File: src/sv/fdct_pkg.sv
package fdct_pkg;

    localparam int BLOCK_DIM  = 8;
    localparam int NCELLS     = BLOCK_DIM * BLOCK_DIM;
    localparam int IDX_W      = $clog2(BLOCK_DIM);
    localparam int CNT_W      = $clog2(NCELLS);
    localparam int CENTRE     = 128;
    localparam int ROW_SHIFT  = 8;
    localparam int COL_SHIFT  = 20;
    localparam int ACC_W      = 40;
    // fetch, one hop per cell, product and accumulate after the last operand
    localparam int LAST_TICK  = 2 * BLOCK_DIM + 1;
    localparam int TICK_W     = $clog2(LAST_TICK + 1);

    typedef logic signed [15:0] coef_t;
    typedef logic signed [15:0] rowv_t;

    // Q1.14 value of 0.5 * a(u) * cos((2i+1)u pi/16)
    function automatic coef_t basis(input logic [IDX_W-1:0] u, input logic [IDX_W-1:0] i);
        logic [4:0] k;
        logic [3:0] m;
        coef_t mag;
        begin
            k = 5'((({1'b0, i, 1'b0} + 5'd1) * u));
            if (k > 5'd16)
                k = 5'd0 - k;
            m = (k > 5'd8) ? 4'(5'd16 - k) : k[3:0];
            case (m)
                4'd0:    mag = 16'sd8192;
                4'd1:    mag = 16'sd8035;
                4'd2:    mag = 16'sd7568;
                4'd3:    mag = 16'sd6811;
                4'd4:    mag = 16'sd5793;
                4'd5:    mag = 16'sd4551;
                4'd6:    mag = 16'sd3135;
                4'd7:    mag = 16'sd1598;
                default: mag = 16'sd0;
            endcase
            if (u == '0)
                basis = 16'sd5793;
            else if (k > 5'd8)
                basis = -mag;
            else
                basis = mag;
        end
    endfunction

    // round halves away from zero, then shift
    function automatic logic signed [ACC_W-1:0] round_shift(
        input logic signed [ACC_W-1:0] acc, input int sh);
        logic [ACC_W-1:0] mag;
        begin
            mag = acc[ACC_W-1] ? ACC_W'(-acc) : ACC_W'(acc);
            mag = (mag + (ACC_W'(1) << (sh - 1))) >> sh;
            round_shift = acc[ACC_W-1] ? -$signed(mag) : $signed(mag);
        end
    endfunction

    typedef struct packed {
        logic                     clear;
        logic                     en;
        logic [IDX_W-1:0]         step;
    } mac_ctrl_t;

endpackage

File: src/sv/fdct_cell.sv
// one multiply-accumulate cell of the chain; operand and control move to the next cell each cycle
module fdct_cell
    import fdct_pkg::*;
(
    input  logic                      clk,
    input  logic                      rst_n,
    input  logic [IDX_W-1:0]          freq,
    input  mac_ctrl_t                 ctrl_in,
    input  rowv_t                     din,
    output mac_ctrl_t                 ctrl_out,
    output rowv_t                     dout,
    output logic signed [ACC_W-1:0]   acc
);
    mac_ctrl_t                ctrl_reg;
    rowv_t                    d_reg;
    logic signed [31:0]       prod_reg;
    logic                     pv_reg;
    logic                     pclr_reg;
    logic signed [ACC_W-1:0]  acc_reg;
    coef_t                    c;

    assign c = basis(freq, ctrl_in.step);

    always_ff @(posedge clk or negedge rst_n)
    begin
        if (!rst_n)
        begin
            ctrl_reg <= '0;
            pv_reg   <= 1'b0;
            pclr_reg <= 1'b0;
        end
        else
        begin
            ctrl_reg <= ctrl_in;
            pv_reg   <= ctrl_in.en;
            pclr_reg <= ctrl_in.clear;
        end
    end

    always_ff @(posedge clk)
    begin
        d_reg    <= din;
        prod_reg <= 32'(din) * 32'(c);
        if (pv_reg)
            acc_reg <= (pclr_reg ? '0 : acc_reg) + ACC_W'(prod_reg);
    end

    assign ctrl_out = ctrl_reg;
    assign dout     = d_reg;
    assign acc      = acc_reg;
endmodule

File: config.mk
export PLATFORM = sky130hd
export DESIGN_NAME = fdct_cell
export DESIGN_NICKNAME = d
export VERILOG_FILES = /design/src/sv/fdct_pkg.sv /design/src/sv/fdct_cell.sv
export SDC_FILE = /design/constraint.sdc
export NUM_CORES = 1
export LEC_CHECK = 0
export BUFFER_PORTS_ARGS = -buffer_cell sky130_fd_sc_hd__buf_2
export CAP_MARGIN = 0
export CORE_MARGIN = 2
export CORE_UTILIZATION = 60
export CTS_CLUSTER_SIZE = 12
export DETAILED_ROUTE_END_ITERATION = 8
export GPL_TIMING_DRIVEN = 0
export PLACE_DENSITY = 0.87
export SETUP_SLACK_MARGIN = 0.02
export SLEW_MARGIN = 20
export SYNTH_ARGS = -nofsm -noshare
export SYNTH_HDL_FRONTEND = slang
export SYNTH_SLANG_ARGS = --single-unit
export TNS_END_PERCENT = 10
File: constraint.sdc
create_clock -name clk -period 4 [get_ports clk]
set_input_delay 0.4 -clock clk [delete_from_list [all_inputs] [get_ports clk]]
set_output_delay 0.4 -clock clk [all_outputs]
set_load 0.005 [all_outputs]
* Word level (Yosys, flattened, before mapping)
Memory sizes are Yosys's and may differ from the RTL's.
Cells that the tools add are included.
Widths: inputs -> output; s select.
** Word-level totals
- Register bits :: 93
- Memory bits (read-only) :: 112
- Bits of input ports :: 26
- Output and inout bits :: 61
- Memories kept :: 1
** Memories
- (name not given) :: words 8, bits a word 14, rd ports 1, clocked after memory_dff 0, wr ports 0, line fdct_pkg.sv:28 : case (m)
** Operators by class
- Add/sub/neg operators :: 5
- Multiply operators :: 2
- $lt $le $gt $ge :: 2
- Multiplexer cells :: 6
- Reductions and logical operators :: 1
** Operators by type and width (number)
- $mux 16 :: 3
- $add 40x40->40 :: 1
- $mux 40 :: 1
- $mul 16x16->32 :: 1
- $neg 16->16 :: 1
- $add 4x1->5 const B :: 1
- $gt 5x4->1 const B :: 1
- $gt 5x5->1 const B :: 1
- $mul 5x3->5 :: 1
- $mux 5 :: 1
- $sub 1x5->5 const A :: 1
- $mux 4 :: 1
- $sub 1x4->4 const A :: 1
- $logic_not 3->1 :: 1

* Longest topological paths before layout
An unclocked memory read counts as a cell.
- Word-level depth :: 12
- Mapped depth :: 45
- Gate-level depth less buffers :: 41

* Worst setup path before layout
No wires, ideal clock.
- Kind :: in2reg
- From :: input freq[0]
- To :: register prod_reg[31]
- Library setup time :: 0.072 ns
- Data arrival time :: 10.294 ns
- Setup slack :: -6.367 ns
- Stages :: 40
- Cells stage by stage :: buf_2 -> clkbuf_1 -> nand2_1 -> fa_1 -> inv_1 -> ha_1 -> fa_1 -> xnor2_1 -> xor3_2 -> and3_1 -> buf_6 -> o21a_1 -> or2_4 -> inv_4 -> ha_1 -> o21ai_0 -> nand2_1 -> ha_1 -> (+4 left out) -> and2_1 -> fa_1 -> fa_1 -> fa_1 -> fa_1 -> fa_1 -> inv_1 -> fa_1 -> inv_1 -> ha_1 -> a21o_1 -> a21o_1 -> a21oi_1 -> o211ai_1 -> a211o_1 -> a31o_2 -> a21oi_1 -> xnor2_1
** Between the ends
- Cells in the longest elaborated chain, start to end :: 11
** RTL lines
- from (decl) :: line fdct_cell.sv:7 : input logic [IDX_W-1:0] freq,
- $mul 5x3->5 :: line fdct_pkg.sv:24 : k = 5'((({1'b0, i, 1'b0} + 5'd1) * u));
- $sub 1x5->5 or $gt 5x5->1 (tied branches) :: line fdct_pkg.sv:26, fdct_pkg.sv:25
- $mux 5 :: line fdct_pkg.sv:25 : if (k > 5'd16)
- $sub 1x4->4 or $gt 5x4->1 (tied branches) :: line fdct_pkg.sv:27, fdct_pkg.sv:41
- $mux 4 :: line fdct_pkg.sv:27 : m = (k > 5'd8) ? 4'(5'd16 - k) : k[3:0];
- $mem_v2 8x14
- $mux 16 :: line fdct_pkg.sv:28
- $neg 16->16 :: line fdct_pkg.sv:42 : basis = -mag;
- $mux 16 :: line fdct_pkg.sv:41 : else if (k > 5'd8)
- $mux 16 * :: line fdct_pkg.sv:39 : if (u == '0)
- $mul 16x16->32 * :: line fdct_cell.sv:43 : prod_reg <= 32'(din) * 32'(c);
- to (signal assigned) :: line fdct_cell.sv:43
- to (decl) :: line fdct_cell.sv:16 : logic signed [31:0] prod_reg;
Mark *: on every way between the ends. The rest lies on a longest branch, timed or not.
A chain may end at the register's enable or synchronous reset.

* Worst setup path after layout
Ends and elaborated chain as after synthesis.

==> metrics.txt <==
critical path's most frequent cell fa_1; Reg2Reg Setup Slack 0.12 ns; num ports 87; Seq cells post-synth 93; Min-Delay Path Class in -> reg; die height 165 um; final worst slack -6.01 ns; actual slew at the worst max-slew pin roughly 0.9 ns; failing checks negative setup slack; hold path depth 1; Hold WS ~0.13 ns; post-synthesis sequential area ratio between 10% and 20%; worst-path maximum fanout 10; drt pass-1 iters 6; maxcap violations 0; vias in the first global route 13,600; gr usage total 32.4%; register clock-pin slew on the reported worst setup and hold paths 0.08 ns; # fillers 1,878; Initial Utilization 60.5%; CTS Buf Count 9; area post-placement roughly 17,000 um2; CTS tree yes; layout cells sized above 1 17.7%; FF-to-FF End acc[38]; net count reported at finish approximately 2,300; Critical Path RT 4.26 ns; worst skew pair latency 0.37 ns; Routed WL per cell just under 20 um; total grt overflow 0; Die X 165 um; Clock Tree Root clkbuf_16; pin count of the biggest net entering global routing 35; period utilisation layout 250%; DR vias 12,900; Die Footprint ~27,000 um2; max FFs per register 40; dominant synthesized flop cell dfxtp_1; area grow syn2layout 15.8%; Setup Crit Path Kind in -> reg; clk buf depth 2; IO Port Bufs 86; Slew Limit Fails 0; number of H-tree levels 3; Setup Viol. Count Final 31; cell depth of the worst flop-to-flop path 15; RSZ-0062 raised after global routing true; initial DRC count 1,193; FFs w/ async S/R, synth 5.38%; min-delay src ctrl_in[4]; first-pass GRT wire length 67.7 mm; cell count after synthesis between 1,500 and 2,000; Crit path largest cell delay roughly 0.52 ns; final hold vios 0; fin area 18,100 um2; clock sink total 93; slowest CP cell fa_1; Ys Warns 0; startpoint types input port; Setup crit end kind register; EDFF count, synth 40; syn avg cell area 9.24 um2; vias per cell 5.89; post-synth cell types between 70 and 80; num rows 59; core area 25,800 um2; FMAX 99.9 MHz; crit path DAT just over 10 ns; Setup Skew 0.0168 ns; Slew headroom about two fifths; Final ANT Viol Nets 0; Critical R2R Launch pclr_reg; initial antenna violation count 2; Cell Area, Synth 15,600 um2; Tmin final about 10 ns; outcome finished with violations; Post-Syn Nets 2,107; DRC viols 0; Hold Path End pclr_reg; DPL Wire Length 31.7 mm; Placer Congestion 1.02; routed wire length about 43 mm
[layer usage]
metal	GRT usage, %	routed length, um	vias up
met2	55.6	21100	670
met5	0	0	-
met4	13.7	1850	0
met1	39.4	16200	6330
li1	-	-	5688
met3	7.37	3760	166
[cells in the final DEF, fill, tap and decap left out, types with 11 or more instances in the layout]
| cell type | count |
|---|---|
| a211o_1 | 11 |
| a21o_1 | 32 |
| a21oi_1 | 54 |
| and2_1 | 33 |
| and3_1 | 12 |
| buf_2 | 87 |
| buf_4 | 61 |
| buf_6 | 12 |
| clkbuf_1 | 19 |
| dfxtp_1 | 48 |
| edfxtp_1 | 40 |
| fa_1 | 258 |
| ha_1 | 111 |
| ha_4 | 11 |
| inv_1 | 307 |
| nand2_1 | 131 |
| nand2b_1 | 11 |
| nand3_1 | 30 |
| nor2_1 | 118 |
| nor2b_1 | 82 |
| nor3_1 | 17 |
| o211ai_1 | 11 |
| o21a_1 | 15 |
| o21ai_0 | 30 |
| o21ai_1 | 12 |
| or2_2 | 14 |
| xnor2_1 | 54 |
| xor2_1 | 14 |
[critical path: cells and delay by family]
family          cells  cell delay [ns]
compound gates     11             2.25
xor+xnor            3             0.78
buf+inv            13             1.48
simple gates        7             1.15
fa+ha+maj          11             4.22
[synthesized netlist by cell type, types with 14 or more instances]
| cell type | number | area, um2 |
|---|---|---|
| and3_1 | 14 | 87.6 |
| a21o_1 | 32 | 240 |
| nand3_1 | 30 | 150 |
| nor3_1 | 18 | 90.1 |
| inv_1 | 316 | 1190 |
| nor2_1 | 122 | 458 |
| fa_1 | 266 | 5330 |
| and2_1 | 36 | 225 |
| xnor2_1 | 56 | 490 |
| or2_2 | 14 | 87.6 |
| clkbuf_1 | 24 | 90.1 |
| a21oi_1 | 64 | 320 |
| nor2b_1 | 82 | 513 |
| xor2_1 | 14 | 123 |
| edfxtp_1 | 40 | 1200 |
| ha_1 | 127 | 1590 |
| nand2_1 | 140 | 526 |
| o21ai_0 | 51 | 255 |
| o21a_1 | 16 | 120 |
| dfxtp_1 | 48 | 961 |
[worst max-delay path by stage]
stage	start	end	slack, ns	cells past startpoint
2_1_floorplan	freq[0]	prod_reg[31]	-5.66	42
3_3_place_gp	freq[0]	prod_reg[31]	-7.37	40
3_5_place_dp	freq[0]	prod_reg[31]	-7.45	40
4_1_cts	freq[0]	prod_reg[31]	-5.88	42
5_1_grt	freq[0]	prod_reg[31]	-6.29	45
6_report	freq[0]	prod_reg[31]	-6.01	45
[timing repair]
action                     4_1_cts  5_1_grt
setup endpoints to repair       45       40
setup buffers                   39       20
hold buffers                     1        0
cloned                           1        0
gates resized for setup        107       46
hold endpoints to repair         5        0
pin swaps                       56       49
[cell families (layout without fill, tap and decap cells)]
| family | after synthesis | in the layout | synth area share, % |
|---|---|---|---|
| DFF | 93 | 93 | 14.7 |
| buffers and inverters | 372 | 532 | 9.42 |
| other | 0 | 1 | 0 |
| and+or+nand+nor | 494 | 494 | 15.4 |
| muxes | 6 | 6 | 0.473 |
| adders and majority gates | 393 | 393 | 44.3 |
| AOI/OAI and AO/OA | 255 | 255 | 11.2 |
| xor gates and xnor gates | 75 | 75 | 4.55 |
[stage by stage]
| step | std cells | setup slack [ns] | setup TNS [ns] | util, % |
|---|---|---|---|---|
| after floorplan | 1688 | -5.66 | -135.23 | - |
| after global placement | 2109 | -7.37 | -177.54 | 64.6 |
| after detailed placement | 2110 | -7.45 | -180.49 | 64.6 |
| after CTS | 2166 | -5.88 | -136.39 | 68.9 |
| after global routing | 2183 | -6.29 | -148.27 | 70.1 |
| final | 2184 | -6.01 | -140.81 | 70.1 |
[cell type report]
type / count / area (um2) / share of cell area (%)
antenna: 1 / 2.50 / 0.0139
buffer: 54 / 379 / 2.10
clock buffer: 10 / 229 / 1.27
clock inverter: 6 / 71.3 / 0.395
inverter: 317 / 1200 / 6.63
multi-input combinational: 1223 / 12500 / 69.4
sequential: 93 / 2290 / 12.7
tap: 335 / 419 / 2.32
timing repair buffer: 145 / 942 / 5.22
Power is left out: the tool's default activity adds up to more than one toggle a clock period on the data nets, which glitch-free logic cannot reach.
